$ cat config.mk
export PLATFORM = sky130hd
export DESIGN_NAME = monotone_grid_path_reachability
export DESIGN_NICKNAME = d
export VERILOG_FILES = /design/src/design/mgpr_pkg.sv /design/src/design/mgpr_cell.sv /design/src/design/monotone_grid_path_reachability.sv
export VERILOG_INCLUDE_DIRS = /design/src /design/src/design
export SDC_FILE = /design/constraint.sdc
export NUM_CORES = 1
export LEC_CHECK = 0
export BUFFER_PORTS_ARGS = -buffer_cell sky130_fd_sc_hd__buf_2
export CELL_PAD_IN_SITES_DETAIL_PLACEMENT = 1
export CELL_PAD_IN_SITES_GLOBAL_PLACEMENT = 2
export CORE_MARGIN = 2
export CORE_UTILIZATION = 37
export DETAILED_ROUTE_END_ITERATION = 7
export PLACE_DENSITY = 0.85
export SLEW_MARGIN = 10
export SYNTH_ARGS = -nofsm -noshare
export SYNTH_HDL_FRONTEND = slang
export SYNTH_SLANG_ARGS = --single-unit
$ cat constraint.sdc
create_clock -name clk -period 2.9 [get_ports clk]
set_input_delay 0.435 -clock clk [delete_from_list [all_inputs] [get_ports clk]]
set_output_delay 0.435 -clock clk [all_outputs]
set_load 0.05 [all_outputs]
$ cat src/design/monotone_grid_path_reachability_macros.svh
// Assertion macros used by the top-level design file.
`ifndef MONOTONE_GRID_PATH_REACHABILITY_MACROS_SVH
`define MONOTONE_GRID_PATH_REACHABILITY_MACROS_SVH

`ifndef NO_ASSERTIONS

// Same-cycle implication, sampled on clk, off during reset.
`define MGPR_ASSERT(lbl, ante, cons, msg) \
	lbl: assert property (@(posedge clk) disable iff (!arst_n) (ante) |-> (cons)) \
		else $error(msg);

// Next-cycle implication, sampled on clk, off during reset.
`define MGPR_ASSERT_NEXT(lbl, ante, cons, msg) \
	lbl: assert property (@(posedge clk) disable iff (!arst_n) (ante) |=> (cons)) \
		else $error(msg);

`else

`define MGPR_ASSERT(lbl, ante, cons, msg)
`define MGPR_ASSERT_NEXT(lbl, ante, cons, msg)

`endif

`endif

$ cat src/design/mgpr_pkg.sv
package mgpr_pkg;

	// Grid store size
	localparam int MAX_ROWS = 16;
	localparam int MAX_COLS = 16;
	localparam int ROW_W    = (MAX_ROWS > 1) ? $clog2(MAX_ROWS) : 1;
	localparam int COL_W    = (MAX_COLS > 1) ? $clog2(MAX_COLS) : 1;

	// Configuration register width and indexes
	localparam int SIZE_W = 5;
	localparam logic CFG_ROWS = 1'b0;
	localparam logic CFG_COLS = 1'b1;

	// Request codes
	localparam logic REQ_WRITE = 1'b0;
	localparam logic REQ_QUERY = 1'b1;

	// Controls broadcast from the sequencer to every column cell
	typedef struct packed {
		logic             wr;
		logic [ROW_W-1:0] wr_row;
		logic             wr_safe;
		logic [ROW_W-1:0] rd_row;
		logic             sweep;
		logic             first;
	} mgpr_ctl_t;

endpackage

$ cat src/design/mgpr_cell.sv
// One grid column: its safe bits for every row and its reach bit of the
// row last swept. The reach decision ripples from the right neighbor.
module mgpr_cell
	import mgpr_pkg::*;
(
	input  logic      clk,
	input  logic      arst_n,
	input  mgpr_ctl_t ctl,
	input  logic      col_sel,
	input  logic      col_used,
	input  logic      right_in,
	output logic      here,
	output logic      reach
);

	logic [MAX_ROWS-1:0] safe_col_q;
	logic                reach_q;
	logic                safe_bit;

	// Safe bit of the row being swept, masked to the used width
	assign safe_bit = safe_col_q[ctl.rd_row] & col_used;

	// Row 0 takes the safe bits as is; later rows need up or right reach
	assign here  = safe_bit & (ctl.first | reach_q | right_in);
	assign reach = reach_q;

	always_ff @(posedge clk or negedge arst_n) begin
		if (!arst_n) begin
			safe_col_q <= '0;
			reach_q    <= 1'b0;
		end else begin
			if (ctl.wr && col_sel) begin
				safe_col_q[ctl.wr_row] <= ctl.wr_safe;
			end
			if (ctl.sweep) begin
				reach_q <= here;
			end
		end
	end

endmodule

$ cat src/design/monotone_grid_path_reachability.sv
// Up/right path reachability over a grid of safe and mined cells.
// Input channel (in_valid/in_ready): req_type 0 writes one cell (row, col,
// cell_safe); req_type 1 queries whether a path of up and right moves leads
// from the start cell (row, col) to row 0 without entering a mine.
// Output channel (out_valid/out_ready): one transaction per query with
// path_exists and start_out_of_bounds; writes give no result.
// Config port (cfg_we/cfg_index/cfg_wdata): rows and columns in use; write
// only while idle.
// A write is stored when it is accepted. A query with start row r sweeps one
// grid row per cycle through the column cell chain, rows 0 to r, then posts
// the result from the finish state. An out-of-bounds start skips the sweep.
// The block returns to idle as the result posts and then takes the next item.
// One item is in work at a time; writes are taken while a result waits.
// Reset clears the whole grid to mined and the sizes to 16 by 16.
// A stalled receiver holds the result; a finished query waits for the
// result slot before the next item is taken.
`include "monotone_grid_path_reachability_macros.svh"

module monotone_grid_path_reachability
	import mgpr_pkg::*;
(
	input  logic              clk,
	input  logic              arst_n,
	input  logic              in_valid,
	output logic              in_ready,
	input  logic              req_type,
	input  logic signed [5:0] row,
	input  logic signed [5:0] col,
	input  logic              cell_safe,
	output logic              out_valid,
	input  logic              out_ready,
	output logic              path_exists,
	output logic              start_out_of_bounds,
	input  logic              cfg_we,
	input  logic              cfg_index,
	input  logic [SIZE_W-1:0] cfg_wdata
);

	typedef enum logic [1:0] {
		ST_IDLE,
		ST_SWEEP,
		ST_FINISH
	} state_t;

	state_t            state_q;
	logic [SIZE_W-1:0] rows_q, cols_q;
	logic [SIZE_W-1:0] nrows, ncols;
	logic [ROW_W-1:0]  cnt_q, r_q;
	logic [COL_W-1:0]  c_q;
	logic              oob_q;
	logic              out_valid_q, path_q, out_oob_q;

	logic              in_acc;
	logic              in_store, in_grid;
	logic              slot_free;
	mgpr_ctl_t         ctl;
	logic [MAX_COLS:0] here;
	logic [MAX_COLS-1:0] reach;

	// Used sizes: zero acts as one, above the store acts as the store size
	function automatic logic [SIZE_W-1:0] clamp_size(input logic [SIZE_W-1:0] v,
			input int maxv);
		logic [SIZE_W-1:0] res;
		if (v == '0) begin
			res = SIZE_W'(1);
		end else if ({2'b00, v} > 7'(maxv)) begin
			res = SIZE_W'(maxv);
		end else begin
			res = v;
		end
		return res;
	endfunction

	assign nrows = clamp_size(rows_q, MAX_ROWS);
	assign ncols = clamp_size(cols_q, MAX_COLS);

	// Range checks on the request coordinates
	assign in_store = !row[5] && !col[5] &&
		({1'b0, row} < 7'(MAX_ROWS)) && ({1'b0, col} < 7'(MAX_COLS));
	assign in_grid  = !row[5] && !col[5] &&
		({1'b0, row} < {2'b00, nrows}) && ({1'b0, col} < {2'b00, ncols});

	assign in_ready  = (state_q == ST_IDLE);
	assign in_acc    = in_valid && in_ready;
	assign slot_free = !out_valid_q || out_ready;

	// Cell chain controls
	always_comb begin
		ctl.wr      = in_acc && (req_type == REQ_WRITE) && in_store;
		ctl.wr_row  = row[ROW_W-1:0];
		ctl.wr_safe = cell_safe;
		ctl.rd_row  = cnt_q;
		ctl.sweep   = (state_q == ST_SWEEP);
		ctl.first   = (cnt_q == '0);
	end

	assign here[MAX_COLS] = 1'b0;

	// One cell per column; reach ripples right to left
	for (genvar j = 0; j < MAX_COLS; j++) begin : g_col
		mgpr_cell u_cell (
			.clk      (clk),
			.arst_n   (arst_n),
			.ctl      (ctl),
			.col_sel  (col[COL_W-1:0] == COL_W'(j)),
			.col_used (7'(j) < {2'b00, ncols}),
			.right_in (here[j+1]),
			.here     (here[j]),
			.reach    (reach[j])
		);
	end

	// Configuration registers
	always_ff @(posedge clk or negedge arst_n) begin
		if (!arst_n) begin
			rows_q <= SIZE_W'(16);
			cols_q <= SIZE_W'(16);
		end else if (cfg_we) begin
			if (cfg_index == CFG_ROWS) begin
				rows_q <= cfg_wdata;
			end
			if (cfg_index == CFG_COLS) begin
				cols_q <= cfg_wdata;
			end
		end
	end

	// Query sequencer and result register
	always_ff @(posedge clk or negedge arst_n) begin
		if (!arst_n) begin
			state_q     <= ST_IDLE;
			cnt_q       <= '0;
			r_q         <= '0;
			c_q         <= '0;
			oob_q       <= 1'b0;
			out_valid_q <= 1'b0;
			path_q      <= 1'b0;
			out_oob_q   <= 1'b0;
		end else begin
			// Result valid: set when a result posts, cleared once taken
			if ((state_q == ST_FINISH) && slot_free) begin
				out_valid_q <= 1'b1;
			end else if (out_ready) begin
				out_valid_q <= 1'b0;
			end
			case (state_q)
				ST_IDLE: begin
					if (in_acc && (req_type == REQ_QUERY)) begin
						r_q   <= row[ROW_W-1:0];
						c_q   <= col[COL_W-1:0];
						oob_q <= !in_grid;
						cnt_q <= '0;
						state_q <= in_grid ? ST_SWEEP : ST_FINISH;
					end
				end
				ST_SWEEP: begin
					if (cnt_q == r_q) begin
						state_q <= ST_FINISH;
					end else begin
						cnt_q <= cnt_q + ROW_W'(1);
					end
				end
				ST_FINISH: begin
					if (slot_free) begin
						path_q      <= !oob_q && reach[c_q];
						out_oob_q   <= oob_q;
						state_q     <= ST_IDLE;
					end
				end
				default: begin
					state_q <= ST_IDLE;
				end
			endcase
		end
	end

	assign out_valid           = out_valid_q;
	assign path_exists         = path_q;
	assign start_out_of_bounds = out_oob_q;

	// Checks
	`MGPR_ASSERT(a_oob_no_path, out_valid && start_out_of_bounds, !path_exists, "path on oob start")
	`MGPR_ASSERT(a_cnt_bound, state_q == ST_SWEEP, cnt_q <= r_q, "sweep passed start row")
	`MGPR_ASSERT_NEXT(a_query_sweeps, in_acc && req_type == REQ_QUERY && in_grid, state_q == ST_SWEEP, "query did not start sweep")
	`MGPR_ASSERT_NEXT(a_result_held, out_valid && !out_ready, out_valid && $stable(path_exists), "result dropped while stalled")

endmodule

==> impl_metrics.json, run 1 <==
{
  "final_cells": 2274,
  "setup_viol": 0,
  "status": "complete, no violations",
  "detail_route.iter0.violations": 1167,
  "drc_errors": 0,
  "grt_max_degree": 73,
  "whs_path_depth": 3,
  "fmax_mhz": 352,
  "power_density_mw_per_mm2": 634,
  "tightest_slew_ns": 0.685,
  "clk_pin_slew_ns": 0.06,
  "timing.rr.start": "cnt_q[0]",
  "cap_violations": 0,
  "max_slew_margin_pct": 54.4,
  "grt_pass1_wl_um": 93600,
  "min_from": "cfg_wdata[4]",
  "p_seq_share_pct": 40.2,
  "finalPower_uw": 11500,
  "wl_met3_um": 4240,
  "ys_warn_count": 0,
  "drive_gt1_share_pct": 17.5,
  "track_usage_pct": 28.4,
  "fp.dieH_um": 209,
  "wirelength_um": 61800,
  "synthArstFlopShare_pct": 100,
  "required_ns": 3.34,
  "area_delta_synth_final_pct": 16.3,
  "seq_area_frac_synth_pct": 48.2,
  "p_int_uw": 8050,
  "synth_top_area_share_pct": 47.9,
  "synth-edff-count": 0,
  "worstPathMaxFanout": 26,
  "antennaDiodeCount": 0,
  "startpoint_type": "flip-flop",
  "wl_met1_um": 24700,
  "die-area_mm2": 0.0438,
  "power_switching_uw": 3420,
  "grt.overflow.total": 0,
  "synth_area_leaders": "dfrtp_1, o21ai_0, nand3_1",
  "core_region_area_mm2": 0.0418,
  "synth_area_per_cell_um2": 9.35,
  "clkLatencyLatePin_ns": 0.54,
  "setup_slack_ns": 0.0575,
  "port_buffers": 28,
  "switching_share_pct": 29.8,
  "antenna_found_initial": 1,
  "yosysUniqueCellTypes": 72,
  "cp-end-kind": "flip-flop",
  "setup.worst_path.start": "cnt_q[0]",
  "fill_cells": 4701,
  "synth.largest_area_cell": "dfrtp_1",
  "vias": 13900,
  "synth_cells": 1665,
  "cts_sinks": 300,
  "dp.cells": 2207,
  "nets": 1747,
  "hold_path.class": "in2reg",
  "hpwl_um": 38000,
  "p_comb_share_pct": 19.9,
  "ys_ff_latch": 300,
  "synth_nets": 1700,
  "ff_latch_area_mm2": 0.00752,
  "post-route-min-period_ns": 2.84,
  "clock_path_buffers": 3,
  "peakVddDrop_uv": 348,
  "met2WireLength_um": 29600,
  "cts_root_buf": "clkbuf_16",
  "cts_tree": "built",
  "synthFlopType": "dfrtp_1",
  "start_util_pct": 37.3,
  "globalplace.congestion": 0.923,
  "pre_cts_ws_ns": 0.0834,
  "grt_pass1_vias": 14800,
  "synth.top_cells.by_count": "nand2_1, dfrtp_1, o21ai_0",
  "p_leak_uw": 0.00886,
  "highest_layer": "met4",
  "worst-endpoint-arrival_ns": 3.28,
  "pwr-share-clk_pct": 39.9,
  "multi_input_comb_area_mm2": 0.00748,
  "maxSlewViolCount": 0,
  "final-hold-violation-count": 0,
  "ant_nets": 0,
  "crit_type": "reg2reg",
  "rows": 75,
  "finClkSkew_ns": 0.0235,
  "route.detailed.wl_per_inst_um": 27.2,
  "h-tree-depth": 2,
  "synth.most_common_cell": "nand2_1",
  "ios": 29,
  "cts_made_buffers": 34,
  "die_x_um": 209,
  "drt-pass1-iter-count": 5,
  "syn_area_mm2": 0.0156,
  "fin_crit_sh_pct": 98.0,
  "reg2reg_depth": 9,
  "drt-vias-per-instance": 6.12
}
[kinds of logic after synthesis]
group,share of synthesized area (%)
AOI/OAI and AO/OA,13.0
xor gates and xnor gates,0.337
adders and majority gates,0.803
buffers and inverters,4.52
DFF,48.2
muxes,12.1
and+or+nand+nor,21.0
[cell type report]
type,instances,area share (%)
sequential,300,41.5
multi-input combinational,1219,41.3
timing repair buffer,145,6.74
clock buffer,52,5.81
tap,539,3.72
clock inverter,7,0.622
inverter,12,0.249
[layer usage]
layer,up-vias,track usage [%]
li1,6000,-
met1,7188,36.5
met2,575,47.9
met3,154,4.34
met4,0,12.3
met5,-,0
[metrics by stage]
stage | utilization (%) | hold WS [ns] | instance area [µm²] | setup TNS, ns
floorplan | - | 0.139 | 15600 | 0
global placement | 40.2 | 0.454 | 16800 | 0
detailed placement | 40.2 | 0.455 | 16800 | 0
CTS | 43.0 | 0.117 | 18000 | 0
global route | 43.4 | 0.155 | 18100 | -0.0325
finish | 43.4 | 0.126 | 18100 | 0
[flip-flops by register name, indices dropped and copies added, names as in the netlist]
name                     flops
g_col.u_cell.safe_col_q    256
g_col.u_cell.reach          16
out_valid                    1
oob_q                        1
path_exists                  1
start_out_of_bounds          1
rows_q                       5
r_q                          4
cnt_q                        4
c_q                          4
state_q                      2
cols_q                       5
[worst max-delay path, stage by stage (launching register included)]
cell	delay (ns)
dfrtp_4	0.52
buf_12	0.21
and2b_1	0.26
o2bb2ai_1	0.19
a221oi_1	0.08
o32a_1	0.32
a221o_2	0.47
o311ai_4	0.35
o21ai_2	0.14
a31oi_1	0.20
[path summary, 6_finish.rpt]
| path | endpoint | slack [ns] |
|---|---|---|
| hold reg to reg | g_col[7].u_cell.safe_col_q[13] | 0.49 |
| setup reg to reg | g_col[1].u_cell.reach | 0.06 |
| setup / recovery | g_col[1].u_cell.reach | 0.06 |
| min in group asynchronous | rows_q[2] | 0.47 |
| max in group asynchronous | g_col[8].u_cell.safe_col_q[13] | 1.64 |
| hold / removal | rows_q[4] | 0.13 |
[repair_timing]
action | 4_1_cts | 5_1_grt
gates resized for setup | 0 | 12
hold buffers | 1 | 0
endpoints found under the setup margin | 0 | 9
endpoints found under the hold margin | 56 | 0
setup buffers | 0 | 6
[layout by cell type, fill, tap and decap left out, types with 13 or more instances in the layout]
cell type / n
mux4_1: 14
o21ai_0: 275
a21oi_1: 19
clkbuf_16: 38
buf_12: 13
buf_2: 26
mux4_2: 47
dfrtp_1: 295
nand3_1: 273
nor2_1: 37
nand2_1: 346
mux2_2: 17
mux2i_1: 26
nor2b_1: 16
buf_4: 101
[power groups by stage]
| stage | clock [µW] | sequential [µW] | combinational, µW |
|---|---|---|---|
| 2_1_floorplan | 0 | 4620 | 1460 |
| 3_3_place_gp | 0 | 4660 | 2110 |
| 3_5_place_dp | 0 | 4670 | 2150 |
| 4_1_cts | 4640 | 4590 | 2160 |
| 5_1_grt | 4780 | 4630 | 2430 |
| 6_report | 4580 | 4610 | 2290 |
Note: power is estimated with default switching activity, not from simulation.
==> run 2: changes to the inputs <==
RECOVER_POWER = 25   (was unset)
==> run 2 against run 1 <==
Compared with the run above: critical endpoint unchanged; critical path type unchanged; setup slack better by 0.0010 ns; first-iteration DRC count up 1.4%; global-route usage unchanged; total power about the same; hold slack improved by 0.0057 ns; the flow now finishes with violations (capacitance limit, slew limit); wire length about the same; die area stayed put.
==> impl_metrics.json, run 2 (synthesized netlist as in run 1, its figures left out) <==
{
  "wl_met1_um": 24800,
  "detail_route.iter0.violations": 1183,
  "endpoint": "g_col[1].u_cell.reach",
  "final-hold-violation-count": 0,
  "drt-vias-per-instance": 6.11,
  "peakVddDrop_uv": 348,
  "grt.overflow.total": 0,
  "final_cells": 2274,
  "p_leak_uw": 0.00884,
  "fin_util_pct": 43.3,
  "p_int_uw": 8040,
  "max_slew_margin_pct": -33.7,
  "required_ns": 3.34,
  "finClkSkew_ns": 0.0242,
  "area_delta_synth_final_pct": 16.1,
  "rrSetupSlack_ns": 0.06,
  "drt-pass1-iter-count": 5,
  "cts_root_buf": "clkbuf_16",
  "cts_tree": "built",
  "status": "finished with violations",
  "fin_crit_sh_pct": 98.0,
  "cap_violations": 1,
  "timing.rr.start": "cnt_q[0]",
  "globalplace.congestion": 0.923,
  "cp-end-kind": "flip-flop",
  "grt_pass1_wl_um": 93600,
  "r2r-end": "g_col[1].u_cell.reach",
  "pwr-share-clk_pct": 40.0,
  "post-route-min-period_ns": 2.84,
  "hold_path.class": "in2reg",
  "crit_type": "reg2reg",
  "dp.cells": 2207,
  "finalPower_uw": 11500,
  "route.detailed.wl_per_inst_um": 27.2,
  "wl_met3_um": 4210,
  "largest_register_ffs": 256,
  "nets": 1747,
  "setup_slack_ns": 0.0585,
  "die-area_mm2": 0.0438,
  "drc_errors": 0,
  "clk_pin_slew_ns": 0.06,
  "hpwl_um": 38000,
  "setup_viol": 0,
  "track_usage_pct": 28.4,
  "cts_made_buffers": 34,
  "postLayoutCellArea_mm2": 0.0181,
  "grt_max_degree": 73,
  "reg2reg_depth": 9,
  "power_switching_uw": 3430,
  "vias": 13900,
  "highest_layer": "met4",
  "rows": 75,
  "ant_nets": 0,
  "met2WireLength_um": 29600,
  "worst-endpoint-arrival_ns": 3.28,
  "antennaDiodeCount": 0,
  "h-tree-depth": 2,
  "largest_register": "g_col.u_cell.safe_col_q",
  "tightest_slew_ns": 2.01,
  "final_cell_mix": "nand2_1, dfrtp_1, o21ai_0",
  "die_x_um": 209,
  "drive_gt1_share_pct": 17.2,
  "fmax_mhz": 352,
  "ios": 29,
  "startpoint_type": "flip-flop",
  "antenna_found_initial": 1,
  "violations": "capacitance limit, slew limit",
  "start_util_pct": 37.3,
  "wirelength_um": 61800,
  "clkLatencyLatePin_ns": 0.54,
  "maxSlewViolCount": 62,
  "pre_cts_ws_ns": 0.0834,
  "core_region_area_mm2": 0.0418,
  "p_seq_share_pct": 40.1,
  "switching_share_pct": 29.9,
  "power_density_mw_per_mm2": 634,
  "grt_pass1_vias": 14800,
  "fp.dieH_um": 209,
  "cts_sinks": 300,
  "clock_path_buffers": 3,
  "placement.cell_area_mm2": 0.0168,
  "worstPathMaxFanout": 26,
  "port_buffers": 28,
  "p_comb_share_pct": 19.9,
  "final_common_cell": "nand2_1",
  "setup.worst_path.start": "cnt_q[0]"
}
run 2: worst min-delay path by stage:
stage                       startpoint                               to  slack (ns)  cells past startpoint
after floorplan                 arst_n                           c_q[0]        0.14                      0
after CTS                 cfg_wdata[4]                        rows_q[4]        0.12                      3
after detailed placement        arst_n  g_col[10].u_cell.safe_col_q[13]        0.46                      1
after global placement          arst_n   g_col[10].u_cell.safe_col_q[0]        0.45                      1
after global routing      cfg_wdata[4]                        rows_q[4]        0.16                      3
final                     cfg_wdata[4]                        rows_q[4]        0.13                      3
run 2: power by group through the flow:
stage | Clock, µW | Combinational (µW) | Sequential (µW)
after floorplan | 0 | 1460 | 4620
after global placement | 0 | 2110 | 4660
after detailed placement | 0 | 2150 | 4670
after CTS | 4640 | 2160 | 4590
after global routing | 4780 | 2430 | 4630
final | 4580 | 2280 | 4610
run 2: per-layer routing:
| metal | up-vias | GRT usage (%) |
|---|---|---|
| met2 | 557 | 47.9 |
| li1 | 6002 | - |
| met1 | 7186 | 36.5 |
| met5 | - | 0 |
| met3 | 155 | 4.34 |
| met4 | 0 | 12.3 |
run 2: area by class of cell:
| type | instances | area (µm²) |
|---|---|---|
| clock buffers | 52 | 1050 |
| clock inverters | 7 | 113 |
| fillers | 4703 | 23700 |
| inverters | 12 | 45.0 |
| multi-input cells | 1219 | 7480 |
| flip-flops and latches | 300 | 7520 |
| well taps | 539 | 674 |
| repair buffers | 145 | 1200 |
run 2: worst max-delay path: stages, from the launching register on:
cell and delay [ns]:
dfrtp_4 0.52, buf_12 0.21, and2b_1 0.26, o2bb2ai_1 0.19
a221oi_1 0.08, o32a_1 0.32, a221o_2 0.47, o311ai_4 0.35
o21ai_2 0.14, a31oi_1 0.20
run 2: through the flow:
stage	setup TNS, ns	hold WS, ns
6_report	0	0.132
2_1_floorplan	0	0.139
3_3_place_gp	0	0.454
5_1_grt	-0.0505	0.161
4_1_cts	0	0.117
3_5_place_dp	0	0.455
run 2: repair_timing:
action                                  4_1_cts  5_1_grt
hold buffers                                  1        0
setup buffers                                 0        6
hold endpoints to repair                     56        0
resized for setup                             0       12
endpoints found under the setup margin        0        9
==> run 3: changes to the inputs <==
--- a/config.mk
+++ b/config.mk
@@ -14,2 +14,3 @@
 export DETAILED_ROUTE_END_ITERATION = 7
+export GPL_TIMING_DRIVEN = 0
 export PLACE_DENSITY = 0.85
--- a/constraint.sdc
+++ b/constraint.sdc
@@ -3,2 +3,2 @@
 set_output_delay 0.435 -clock clk [all_outputs]
-set_load 0.05 [all_outputs]
+set_load 0.005 [all_outputs]
==> run 3 against run 2 <==
Compared with the run above: the flow finishes with violations (capacitance limit, slew limit, setup timing); combinational power is 20% higher; hold slack better by 0.034 ns; clock skew is 0.0019 ns higher; register-to-register slack worse by 0.15 ns; setup slack worse by 0.15 ns; fmax is 4.9% lower; critical endpoint unchanged.
==> impl_metrics.json, run 3 (synthesized netlist as in run 1, its figures left out) <==
{
  "cp_common_cell": "buf_12",
  "route.detailed.wl_per_inst_um": 28.2,
  "fmax_mhz": 335,
  "cpPeakStageDelay_ns": 0.40,
  "tightest_slew_ns": 2.12,
  "max_slew_margin_pct": -41.5,
  "ios": 29,
  "fin_crit_sh_pct": 103,
  "drt-pass1-iter-count": 5,
  "crit_chain": "buf_6 > buf_12 > buf_12 > buf_12 > buf_6 > mux2i_2 > a22oi_2 > o211ai_1 > o21ai_2 > buf_4 > nand2_2 > o311ai_2 > o21ai_2 > a31oi_1",
  "cts_root_buf": "clkbuf_16",
  "antenna_found_initial": 2,
  "cp-end-kind": "flip-flop",
  "setup_tns_ns": -0.449,
  "drive_gt1_share_pct": 15.5,
  "pwr-share-clk_pct": 36.4,
  "holdPathEnd": "cols_q[0]",
  "postLayoutCellArea_mm2": 0.0182,
  "placement.cell_area_mm2": 0.0165,
  "violations": "capacitance limit, slew limit, setup timing",
  "largest_register_ffs": 256,
  "nets": 1788,
  "p_seq_share_pct": 39.8,
  "p_leak_uw": 0.00870,
  "status": "finished with violations",
  "final-hold-violation-count": 0,
  "path_delay_family": "compound AO/OA/AOI/OAI gates",
  "start_util_pct": 37.3,
  "largest_register": "g_col.u_cell.safe_col_q",
  "required_ns": 3.33,
  "cts_tree": "built",
  "critPathSlowestCell": "dfrtp_1",
  "drt-vias-per-instance": 6.23,
  "final_cells": 2315,
  "min_from": "cfg_wdata[0]",
  "setup_slack_ns": -0.0876,
  "startpoint_type": "flip-flop",
  "r2r-end": "g_col[1].u_cell.reach",
  "die_x_um": 209,
  "grt.overflow.total": 0,
  "crit_cells": 14,
  "p_comb_share_pct": 23.8,
  "clk_pin_slew_ns": 0.06,
  "post-route-min-period_ns": 2.99,
  "cts_sinks": 300,
  "power_switching_uw": 3620,
  "hold_slack_ns": 0.166,
  "final_cell_mix": "nand2_1, dfrtp_1, nand3_1",
  "rsz0062_at_grt": "yes",
  "detail_route.iter0.violations": 1453,
  "power_density_mw_per_mm2": 630,
  "ant_nets": 0,
  "die-area_mm2": 0.0438,
  "cts_made_buffers": 35,
  "area_delta_synth_final_pct": 16.8,
  "clock_path_buffers": 3,
  "reg2reg_depth": 14,
  "peakVddDrop_uv": 312,
  "vias": 14400,
  "grt_max_degree": 101,
  "crit_buf_inv": 6,
  "globalplace.congestion": 0.887,
  "drc_errors": 0,
  "p_int_uw": 7840,
  "fp.dieH_um": 209,
  "rrSetupSlack_ns": -0.09,
  "crit_type": "reg2reg",
  "setup_viol": 11,
  "worstPathMaxFanout": 10,
  "h-tree-depth": 2,
  "track_usage_pct": 30.2,
  "grt_pass1_wl_um": 97600,
  "cap_violations": 1,
  "hold_path.class": "in2reg",
  "grt_pass1_vias": 14700,
  "whs_path_depth": 2,
  "switching_share_pct": 31.6,
  "final_common_cell": "nand2_1",
  "port_buffers": 26,
  "hpwl_um": 43800,
  "dp.cells": 2234,
  "maxSlewViolCount": 85,
  "wirelength_um": 65300,
  "fin_util_pct": 43.6,
  "antennaDiodeCount": 0,
  "rows": 75,
  "timing.rr.start": "cnt_q[0]",
  "worst-endpoint-arrival_ns": 3.42,
  "clkLatencyLatePin_ns": 0.54,
  "core_region_area_mm2": 0.0418,
  "finClkSkew_ns": 0.0261
}
-- run 3: cell count changes in the layout (fill, tap and decap cells not counted), moves of 6 or more --
cell / delta
buf_16: +6
buf_4: -76
clkbuf_1: +92
clkbuf_2: +12
nor2_1: -6
-- run 3: worst max-delay path by stage --
stage	from	end	slack [ns]
after floorplan	cnt_q[0]	g_col[6].u_cell.reach	0.04
after global placement	arst_n	g_col[7].u_cell.safe_col_q[11]	-4.51
after detailed placement	cnt_q[1]	g_col[5].u_cell.reach	-1.08
after CTS	cnt_q[0]	g_col[1].u_cell.reach	-0.004
after global routing	cnt_q[0]	g_col[6].u_cell.reach	-0.18
final	cnt_q[0]	g_col[1].u_cell.reach	-0.09
-- run 3: final cells by class --
| cell class | count | area (µm²) |
|---|---|---|
| Timing Repair Buffer | 51 | 425 |
| Clock buffer | 53 | 983 |
| Fill cell | 4748 | 23600 |
| Buffer | 134 | 808 |
| Clock inverter | 7 | 38.8 |
| Multi-Input combinational cell | 1219 | 7690 |
| Inverter | 12 | 61.3 |
| Sequential cell | 300 | 7510 |
| Tap cell | 539 | 674 |
-- run 3: what timing repair did --
item | 4_1_cts | 5_1_grt
hold buffers | 1 | 0
pin swaps | 14 | 11
endpoints found under the hold margin | 82 | 0
setup endpoints to repair | 191 | 182
setup buffers | 16 | 3
gates resized for setup | 83 | 66
gates cloned | 1 | 0
-- run 3: metrics by stage --
step	power [µW]	worst slack (ns)
floorplan	5990	0.0420
global placement	6810	-4.51
detailed placement	6880	-1.08
CTS	11400	-0.00363
global route	11800	-0.178
finish	11500	-0.0876
-- run 3: metal layers --
metal | up-vias | global-route usage (%) | wire (µm)
li1 | 6103 | - | -
met1 | 7452 | 39.6 | 26300
met2 | 684 | 49.3 | 30600
met3 | 169 | 5.74 | 5250
met4 | 4 | 12.4 | 3050
met5 | - | 0 | 32
-- run 3: power by group through the flow --
stage | Combinational, µW | Sequential, µW | Clock, µW
after floorplan | 1430 | 4560 | 0
after global placement | 2200 | 4610 | 0
after detailed placement | 2260 | 4620 | 0
after CTS | 2620 | 4550 | 4190
after global routing | 2870 | 4580 | 4360
final | 2730 | 4560 | 4170
